File: src/rtl/multi_slot_tick_scheduler_unit_macros.svh
// Assertion macros for the multi-slot tick scheduler.
`ifndef MULTI_SLOT_TICK_SCHEDULER_UNIT_MACROS_SVH
`define MULTI_SLOT_TICK_SCHEDULER_UNIT_MACROS_SVH
`ifndef SYNTHESIS
`define MSTS_ASSERT(lbl, prop, msg) \
	lbl: assert property (@(posedge clk) disable iff (!arst_n) prop) else $error(msg);
`define MSTS_ASSERT_ONEHOT0(lbl, vec, msg) \
	lbl: assert property (@(posedge clk) disable iff (!arst_n) $onehot0(vec)) else $error(msg);
`else
`define MSTS_ASSERT(lbl, prop, msg)
`define MSTS_ASSERT_ONEHOT0(lbl, vec, msg)
`endif
`endif

File: src/rtl/msts_pkg.sv
// Shared codes and types for the multi-slot tick scheduler.
package msts_pkg;

	localparam logic [2:0] KIND_TICK   = 3'd0;
	localparam logic [2:0] KIND_REG    = 3'd1;
	localparam logic [2:0] KIND_START  = 3'd2;
	localparam logic [2:0] KIND_CANCEL = 3'd3;
	localparam logic [2:0] KIND_CLEAR  = 3'd4;

	localparam logic [1:0] EV_ASSIGNED = 2'd0;
	localparam logic [1:0] EV_FULL     = 2'd1;
	localparam logic [1:0] EV_EXPIRED  = 2'd2;
	localparam logic [1:0] EV_DONE     = 2'd3;

	localparam int PERIOD_BITS = 32;

	// walk context broadcast to every cell
	typedef struct packed {
		logic                   is_reg;
		logic [PERIOD_BITS-1:0] period;
		logic                   rep;
	} walk_t;

	// addressed slot commands, decoded per cell
	typedef struct packed {
		logic set_run;
		logic clr_run;
		logic empty;
	} cmd_t;

endpackage

File: src/rtl/msts_cell.sv
// One timer slot of the scheduler chain; holds its state and passes the walk token on.
module msts_cell #(
	parameter int COUNT_BITS = 32
) (
	input  logic           clk,
	input  logic           arst_n,
	input  logic           tok_in,
	input  msts_pkg::walk_t walk,
	input  msts_pkg::cmd_t  cmd,
	output logic           tok_out,
	output logic           hit
);
	import msts_pkg::*;

	localparam int CMP_W = (COUNT_BITS > PERIOD_BITS) ? COUNT_BITS : PERIOD_BITS;

	logic                   tok_q;
	logic                   occ_q;
	logic                   run_q;
	logic [COUNT_BITS-1:0]  elapsed_q;
	logic [PERIOD_BITS-1:0] period_q;
	logic                   rep_q;

	logic [COUNT_BITS-1:0]  nxt;
	logic                   active_tick;
	logic                   expire;
	logic                   claim;

	// saturating increment
	assign nxt         = (&elapsed_q) ? elapsed_q : elapsed_q + COUNT_BITS'(1);
	assign active_tick = tok_q & ~walk.is_reg & occ_q & run_q;
	assign expire      = active_tick & (CMP_W'(nxt) >= CMP_W'(period_q));
	assign claim       = tok_q & walk.is_reg & ~occ_q;
	assign hit         = expire | claim;
	assign tok_out     = tok_q & ~claim;

	always_ff @(posedge clk or negedge arst_n) begin
		if (!arst_n) begin
			tok_q     <= 1'b0;
			occ_q     <= 1'b0;
			run_q     <= 1'b0;
			elapsed_q <= '0;
		end else begin
			tok_q <= tok_in;
			if (cmd.empty) begin
				occ_q     <= 1'b0;
				run_q     <= 1'b0;
				elapsed_q <= '0;
			end else if (cmd.set_run) begin
				run_q <= 1'b1;
			end else if (cmd.clr_run) begin
				run_q <= 1'b0;
			end
			if (claim) begin
				occ_q     <= 1'b1;
				elapsed_q <= '0;
			end
			if (active_tick) begin
				if (expire && rep_q) begin
					elapsed_q <= '0;
				end else begin
					elapsed_q <= nxt;
				end
				if (expire && !rep_q) begin
					run_q <= 1'b0;
				end
			end
		end
	end

	// period and mode are only read once the slot is occupied
	always_ff @(posedge clk) begin
		if (claim) begin
			period_q <= walk.period;
			rep_q    <= walk.rep;
		end
	end

endmodule

File: src/rtl/multi_slot_tick_scheduler_unit.sv
// Top level of the multi-slot tick scheduler: a chain of timer slot cells and its result port.
// Start, cancel, clear and unknown commands: one result, in the cycle after the transaction.
// Register: a token walks the cells one per cycle; the lowest free slot claims it and its result is
// registered from that claim, or from the token falling off the last cell when the table is full.
// Tick: the token visits every slot, one per cycle; expiries stream out in slot order and the
// closing result follows once the token has left the last cell. busy stays high throughout a walk.
// arst_n clears all slots, the token chain and the result strobe; the receiver cannot stall.
`include "multi_slot_tick_scheduler_unit_macros.svh"

module multi_slot_tick_scheduler_unit #(
	parameter int SLOTS      = 8,
	parameter int COUNT_BITS = 32
) (
	input  logic        clk,
	input  logic        arst_n,
	input  logic        start,
	output logic        busy,
	input  logic [2:0]  kind,
	input  logic [2:0]  slot,
	input  logic [31:0] period,
	input  logic        repeat_req,
	output logic        strobe,
	output logic [1:0]  event_res,
	output logic [2:0]  which_slot,
	output logic        last
);
	import msts_pkg::*;

	logic             busy_q;
	logic             end_q;
	walk_t            walk_q;
	logic             strobe_q;
	logic [1:0]       event_q;
	logic [2:0]       which_q;
	logic             last_q;

	logic             accept;
	logic             is_walk;
	logic             direct;
	logic             inject;
	logic [SLOTS-1:0] tok_in;
	logic [SLOTS-1:0] tok_out;
	logic [SLOTS-1:0] hit;
	cmd_t             cmd [SLOTS];
	logic             any_hit;
	logic [2:0]       hit_idx;

	// a transaction is taken only while no walk is in flight
	assign accept  = start & ~busy_q;
	assign is_walk = (kind == KIND_TICK) || (kind == KIND_REG);
	assign direct  = accept & ~is_walk;
	assign inject  = accept & is_walk;

	// token enters slot 0 on acceptance and ripples one cell per cycle
	genvar gi;
	generate
		for (gi = 0; gi < SLOTS; gi++) begin : g_cell
			if (gi == 0) begin : g_head
				assign tok_in[gi] = inject;
			end else begin : g_link
				assign tok_in[gi] = tok_out[gi-1];
			end

			// slot field is three bits wide; cells beyond eight are never addressed
			always_comb begin
				cmd[gi].set_run = direct && (kind == KIND_START)  && (32'(slot) == gi);
				cmd[gi].clr_run = direct && (kind == KIND_CANCEL) && (32'(slot) == gi);
				cmd[gi].empty   = direct && (kind == KIND_CLEAR)  && (32'(slot) == gi);
			end

			msts_cell #(
				.COUNT_BITS(COUNT_BITS)
			) u_cell (
				.clk    (clk),
				.arst_n (arst_n),
				.tok_in (tok_in[gi]),
				.walk   (walk_q),
				.cmd    (cmd[gi]),
				.tok_out(tok_out[gi]),
				.hit    (hit[gi])
			);
		end
	endgenerate

	// only the cell holding the token can hit, so an OR of indices encodes it
	always_comb begin
		hit_idx = '0;
		for (int i = 0; i < SLOTS; i++) begin
			if (hit[i]) begin
				hit_idx = hit_idx | 3'(i);
			end
		end
	end
	assign any_hit = |hit;

	// control: busy spans a walk; end_q marks the token falling off the last cell
	always_ff @(posedge clk or negedge arst_n) begin
		if (!arst_n) begin
			busy_q   <= 1'b0;
			end_q    <= 1'b0;
			strobe_q <= 1'b0;
		end else begin
			end_q    <= tok_out[SLOTS-1];
			strobe_q <= direct | any_hit | end_q;
			if (inject) begin
				busy_q <= 1'b1;
			end else if (end_q || (walk_q.is_reg && any_hit)) begin
				busy_q <= 1'b0;
			end
		end
	end

	// walk context and result payload
	always_ff @(posedge clk) begin
		if (inject) begin
			walk_q.is_reg <= (kind == KIND_REG);
			walk_q.period <= period;
			walk_q.rep    <= repeat_req;
		end
		if (direct) begin
			event_q <= EV_DONE;
			which_q <= '0;
			last_q  <= 1'b1;
		end else if (any_hit) begin
			event_q <= walk_q.is_reg ? EV_ASSIGNED : EV_EXPIRED;
			which_q <= hit_idx;
			last_q  <= walk_q.is_reg;
		end else if (end_q) begin
			event_q <= walk_q.is_reg ? EV_FULL : EV_DONE;
			which_q <= '0;
			last_q  <= 1'b1;
		end
	end

	assign busy       = busy_q;
	assign strobe     = strobe_q;
	assign event_res  = event_q;
	assign which_slot = which_q;
	assign last       = last_q;

	`MSTS_ASSERT_ONEHOT0(a_tok_single, tok_out, "more than one cell holds the walk token")
	`MSTS_ASSERT_ONEHOT0(a_hit_single, hit, "more than one cell reports a hit")
	`MSTS_ASSERT(a_tok_busy, (|tok_out) |-> busy_q, "walk token present while not busy")
	`MSTS_ASSERT(a_end_quiet, end_q |-> !any_hit, "closing result collides with a slot hit")

endmodule
File: config.mk
export PLATFORM = sky130hd
export DESIGN_NAME = multi_slot_tick_scheduler_unit
export DESIGN_NICKNAME = d
export VERILOG_FILES = /design/src/rtl/msts_pkg.sv /design/src/rtl/msts_cell.sv /design/src/rtl/multi_slot_tick_scheduler_unit.sv
export VERILOG_INCLUDE_DIRS = /design/src /design/src/rtl
export SDC_FILE = /design/constraint.sdc
export NUM_CORES = 1
export LEC_CHECK = 0
export ABC_AREA = 1
export BUFFER_PORTS_ARGS = -buffer_cell sky130_fd_sc_hd__buf_2
export CAP_MARGIN = 20
export CORE_MARGIN = 8
export CORE_UTILIZATION = 65
export DETAILED_ROUTE_END_ITERATION = 10
export PLACE_DENSITY_LB_ADDON = 0.08
export SYNTH_ARGS = -nofsm -noshare
export SYNTH_HDL_FRONTEND = slang
export SYNTH_HIERARCHICAL = 1
export SYNTH_SLANG_ARGS = --single-unit
File: constraint.sdc
create_clock -name clk -period 12.2 [get_ports clk]
set_input_delay 1.22 -clock clk [delete_from_list [all_inputs] [get_ports clk]]
set_output_delay 1.22 -clock clk [all_outputs]
set_load 0.01 [all_outputs]
; ---- Word-level counts from Yosys, hierarchy flattened
; Cells that the tools add are included.
[op_classes]
mux = 113
eq_ne = 11
bitwise = 88
magnitude_cmp = 8
add_sub_neg = 8
n_reduce_logical = 83
[ops]
columns = op, count
row1 = two-way mux 32 bit, 40
row2 = "adder 32 x 1 -> 32 bit, second input constant", 8
row3 = >= comparator 32 bit, 8
row4 = AND reduction 32 bit, 8
row5 = two-way mux 1 bit, 61
row6 = AND 1 bit, 59
row7 = logical AND 1 bit, 44
row8 = nonzero test 3 bit, 8
row9 = nonzero test 2 bit, 10
row10 = inverter 1 bit, 19
row11 = two-way mux 3 bit, 6
row12 = "equality test 3 bit, second input constant", 5
row13 = "equality test 3 x 2 -> 1 bit, second input constant", 4
row14 = two-way mux 2 bit, 6
row15 = OR 1 bit, 10
row16 = zero test 1 bit, 8
row17 = OR reduction 8 bit, 1
row18 = "equality test 3 x 1 -> 1 bit, second input constant", 2
row19 = zero test 3 bit, 2
row20 = logical OR 1 bit, 2
[totals]
output_inout_bits = 8
word_cells = 368
in_bits = 42
reg_bits = 587

; ---- Logic depth before layout (Yosys ltp)
[depth]
ltp_word = 14
depth_mapped = 30

; ---- Modules after synthesis
; Netlist, hierarchy kept.
[modules_own_cells]
columns = module, cells_per_inst, seq_area_each_um2, area_each_um2, n_inst
row1 = msts_cell at g_cell[0].u_cell ..., 611, 1866.8, 4491.8, 6
row2 = msts_cell at g_cell[4].u_cell, 613, 1866.8, 4489.3, 1
row3 = msts_cell at g_cell[7].u_cell, 609, 1866.8, 4479.3, 1
row4 = multi_slot_tick_scheduler_unit, 127, 1216.2, 1599.0, 1

; ---- Worst setup path before layout
; No wires, ideal clock.
[synth_timing]
path_kind = register to register
start = register walk_q[33] (netlist name)
end = register g_cell[0].u_cell.elapsed_q[11]
slack_ns = 8.323
required_time_ns = 12.083
arrival_ns = 3.760
path_stages_with_launch = 7
path_buffers = 1
synth_period_minus_slack_ns = 3.877
cell_sequence = edfxtp_1 inv_1 nor3_1 nor3_1 clkbuf_1 nand2_1 nand2_1
[synth_between]
word_cells_on_any_way = 12
cone_classes = mux (3) / bitwise (7) / reduce/logical (2)
[synth_lines]
columns = element, line
row1 = "start, declared", multi_slot_tick_scheduler_unit.sv:31  ; walk_t walk_q;
row2 = AND 1 bit (*) (2 in series), msts_cell.sv:33  ; assign claim = tok_q & walk.is_reg & ~occ_q;
row3 = via g_cell[0].u_cell.claim, msts_cell.sv:27  ; logic claim;
row4 = two-way mux 32 bit, msts_cell.sv:54  ; if (claim) begin
row5 = two-way mux 32 bit, msts_cell.sv:58  ; if (active_tick) begin
row6 = "end signal, assigned", msts_cell.sv:62  ; elapsed_q <= nxt;
row7 = "end, declared", msts_cell.sv:20  ; logic [COUNT_BITS-1:0] elapsed_q;
; Mark *: on every way through the listed nets, which the timed path passes. The rest lies on a longest branch.
; A chain may end at the register's enable or synchronous reset.

; ---- Worst setup path after layout
[layout_timing]
start = register g_cell[0].u_cell.elapsed_q[0]
end = register event_q[1] (netlist: event_res[1])
[layout_between]
elab_chain_len = 7
word_cells_on_any_way = 9
cone_classes = add/sub (1) / order compare (1) / mux (2) / bitwise (2) / reduce/logical (3)
[layout_rtl]
columns = element, line
row1 = adder 32 x 1 -> 32 bit or AND reduction 32 bit (tied branches), msts_cell.sv:30  ; assign nxt = (&elapsed_q) ? elapsed_q : elapsed_q + COUNT_BITS'(1);
row2 = two-way mux 32 bit (*), msts_cell.sv:30
row3 = >= comparator 32 bit (*), msts_cell.sv:32  ; assign expire = active_tick & (CMP_W'(nxt) >= CMP_W'(period_q));
row4 = AND 1 bit (*), msts_cell.sv:32
row5 = OR 1 bit (*), msts_cell.sv:34  ; assign hit = expire | claim;
row6 = via hit[0], multi_slot_tick_scheduler_unit.sv:43  ; logic [SLOTS-1:0] hit;
row7 = OR reduction 8 bit (*), multi_slot_tick_scheduler_unit.sv:94  ; assign any_hit = |hit;
row8 = two-way mux 2 bit or nonzero test 2 bit (tied branches), n/a
row9 = "end signal, assigned", multi_slot_tick_scheduler_unit.sv:125  ; event_q <= walk_q.is_reg ? EV_ASSIGNED : EV_EXPIRED;
row10 = "end signal, assigned", multi_slot_tick_scheduler_unit.sv:129  ; event_q <= walk_q.is_reg ? EV_FULL : EV_DONE;
row11 = "end, declared", multi_slot_tick_scheduler_unit.sv:33  ; logic [1:0] event_q;
; Marks and branches as above.

==> flow_metrics.env <==
export IMPL_synth_nets=5321
export IMPL_initial_core_util=0.654
export IMPL_synth_compound_area_share=0.0579
export IMPL_reg2reg_depth=28
export IMPL_clk_latency_ps=610
export IMPL_startpoint_type="register"
export IMPL_leakage_nw=22.6
export IMPL_die_h_um=256
export IMPL_clock_skew_ps=24.0
export IMPL_worst_ep_arrival_time_ps=5020
export IMPL_numClockSinks=587
export IMPL_cpMostUsedCell="nand2_1"
export IMPL_viasPerCell=5.47
export IMPL_antenna_found_initial=11
export IMPL_core_area_um2=57400
export IMPL_cts_buffers=68
export IMPL_clock_tree_root_cell="clkbuf_16"
export IMPL_track_usage=0.307
export IMPL_wl_per_cell_um=17.3
export IMPL_cts_htree_levels=3
export IMPL_slew_headroom=0.278
export IMPL_layout_nets=5364
export IMPL_die_area_um2=65700
export IMPL_port_buffers=49
export IMPL_seq_area_frac_synth=0.430
export IMPL_cts_resized=0
export IMPL_peakVddDrop_uv=119
export IMPL_hold_violations=0
export IMPL_r2r_end="event_res[1]"
export IMPL_cap_violations=0
export IMPL_clk_pin_slew_ps=60
export IMPL_crit_path_start="g_cell[0].u_cell/elapsed_q[0]"
export IMPL_cts_tree="done"
export IMPL_reg2reg_slack_ps=7670
export IMPL_cp_end_kind="register"
export IMPL_grt_max_degree=111
export IMPL_crit_end="event_res[1]"
export IMPL_total_power_mw=4.27
export IMPL_hpwl_um=70600
export IMPL_ys_ff_latch=587
export IMPL_rsz0062_at_grt="false"
export IMPL_slew_violations=0
export IMPL_clock_path_buffers=3
export IMPL_synth_simple_area_share=0.309
export IMPL_status="finished clean"
export IMPL_fmax_mhz=221
export IMPL_timing_final_crit_share=0.371
export IMPL_drive_gt1_frac=0.0651
export IMPL_wl_um=102000
export IMPL_synth_cell_type_count=32
export IMPL_period_minus_slack_ps=4530
export IMPL_grt_pass1_wl_um=163000
export IMPL_syn_area_per_cell_um2=7.48
export IMPL_path_max_fanout=32
export IMPL_synth_top_family_by_area="simple AND/OR/NAND/NOR gates"
export IMPL_reg2reg_from="g_cell[0].u_cell/elapsed_q[0]"
export IMPL_fillers=4738
export IMPL_cpPeakStageDelay_ps=640
export IMPL_die_w_um=256
export IMPL_cts_hold_buf=0
export IMPL_power_density_nw_per_um2=104
export IMPL_critPathKind="reg -> reg"
export IMPL_cts_setup_buffers=0
export IMPL_syn_to_final_growth_pct=9.15
export IMPL_ios=50
export IMPL_synth_adder_area_share=0.0880
export IMPL_dp_cells=5753
export IMPL_finalSetupViolCount=0
export IMPL_grt_pass1_vias=30700
export IMPL_synth_warning_count=6
export IMPL_route_detailed_drc=0
export IMPL_cp_slowest_cell="nand4_2"
export IMPL_fin_setup_tns_ps=0
export IMPL_grt_overflow=0
export IMPL_syn_cell_area_um2=37500
export IMPL_synth_mux_area_fraction=0
export IMPL_fin_cells=5887
export IMPL_vias=32200
export IMPL_min_from="g_cell[6].u_cell/elapsed_q[31]"
export IMPL_gp_congestion=0.993
export IMPL_drtAntennaViolNets=0
export IMPL_first_pass_iters=6
export IMPL_synth_xor_area_frac=0.0355
export IMPL_core_rowCount=88
export IMPL_syn_inst=5015
export IMPL_required_ps=12690
export IMPL_hold_path_class="reg -> reg"
export IMPL_drtIter0Drc=2853
export IMPL_tightest_slew_ps=1080
-- cells in the mapped netlist, drive strengths merged --
library cell | instances | area share
xnor2 | 64 | 0.015
clkbuf | 64 | 0.0064
nor3b | 7 | 0.0023
nor3 | 77 | 0.011
o21a | 16 | 0.0032
dfrtp | 283 | 0.19
a21oi | 329 | 0.046
nand3 | 124 | 0.017
o31ai | 1 | 0.00020
o21bai | 7 | 0.0014
nand4 | 66 | 0.013
nand2 | 2051 | 0.21
edfxtp | 298 | 0.24
a21o | 16 | 0.0032
inv | 628 | 0.063
buf | 56 | 0.010
ha | 264 | 0.088
nor2 | 535 | 0.058
o21ai | 27 | 0.0036
nand3b | 8 | 0.0016
dfxtp | 6 | 0.0032
xor2 | 88 | 0.021
-- stage by stage --
stage / hold slack, ps / util / setup slack (ps) / cell area (µm²)
final: 518 / 0.714 / 7670 / 41000
after global routing: 531 / 0.714 / 7270 / 40900
after CTS: 513 / 0.714 / 7690 / 40900
after detailed placement: 495 / 0.672 / 7740 / 38500
after global placement: 490 / 0.672 / 7850 / 38500
after floorplan: 470 / - / 8320 / 37500
-- layout by cell type (no fill, tap or decap), types with 7 or more instances in the layout --
master / n
dfrtp_1: 283
edfxtp_1: 298
nor3_2: 25
nor3b_2: 7
nand4_2: 10
nand2_2: 18
nor2_2: 9
o21bai_1: 7
nand3b_1: 8
xor2_1: 88
buf_2: 48
inv_2: 10
xnor2_1: 64
nand3_1: 124
bufinv_16: 10
nor3_1: 52
diode_2: 8
o21ai_0: 16
a21oi_2: 24
nor2_4: 18
a21oi_1: 305
o21ai_1: 11
clkbuf_16: 71
a21o_1: 16
o21a_1: 16
ha_1: 264
clkinv_2: 19
nand4_1: 56
inv_1: 618
nand2_1: 2032
buf_4: 44
nor2_1: 508
-- report_power, final --
group,internal [mW],switching (mW),leakage (nW)
clock network,1.32,0.853,1.19
logic,0.00607,0.0253,16.1
registers,2.07,0,5.29
-- metal layers --
layer | part of all wire | GRT usage
met1 | 0.43 | 0.417
met5 | 0.00025 | 0
met2 | 0.45 | 0.486
met4 | 0.043 | 0.133
met3 | 0.083 | 0.0502
-- worst max-delay path, delay by kind of cell (launching register included) --
family	cells	cell delay, ps
AO/OA/AOI/OAI	1	220
adder cells (fa/ha/maj)	2	620
buffers and inverters	2	580
flip-flops	1	450
AND/OR/NAND/NOR	23	2520
-- layout make-up --
type	instances	area (µm²)	share of cell area
diodes	8	20.0	0.000489
clock buffers	81	1870	0.0458
clock inverters	45	528	0.0129
inverters	628	2360	0.0576
multi-input cells	3680	18500	0.451
flip-flops and latches	587	16200	0.394
well taps	765	957	0.0234
repair buffers	93	586	0.0143
-- flip-flops by register name, indices dropped and copies added (netlist names), 2 cells and up --
signal,flops
g_cell.u_cell/rep_q,8
walk_q,34
which_slot,3
g_cell.u_cell/elapsed_q,256
g_cell.u_cell/occ_q,8
g_cell.u_cell/period_q,256
g_cell.u_cell/tok_q,8
g_cell.u_cell/run_q,8
event_res,2
-- logic make-up (layout without fill, tap and decap cells) --
family | count (synthesis) | in the layout
AO/OA/AOI/OAI | 396 | 396
XOR/XNOR | 152 | 152
adder cells (fa/ha/maj) | 264 | 264
buffers and inverters | 748 | 847
flip-flops | 587 | 587
other | 0 | 8
AND/OR/NAND/NOR | 2868 | 2868
-- worst min path at each step --
stage	depth (start not counted)	to	slack (ps)
after floorplan	2	g_cell[0].u_cell/elapsed_q[16]	470
after global placement	2	g_cell[1].u_cell/elapsed_q[31]	490
after detailed placement	2	g_cell[2].u_cell/elapsed_q[16]	500
after CTS	2	g_cell[2].u_cell/elapsed_q[16]	510
after global routing	2	g_cell[2].u_cell/elapsed_q[16]	530
final	2	g_cell[6].u_cell/elapsed_q[31]	520
(Power assumes the default switching activity.)
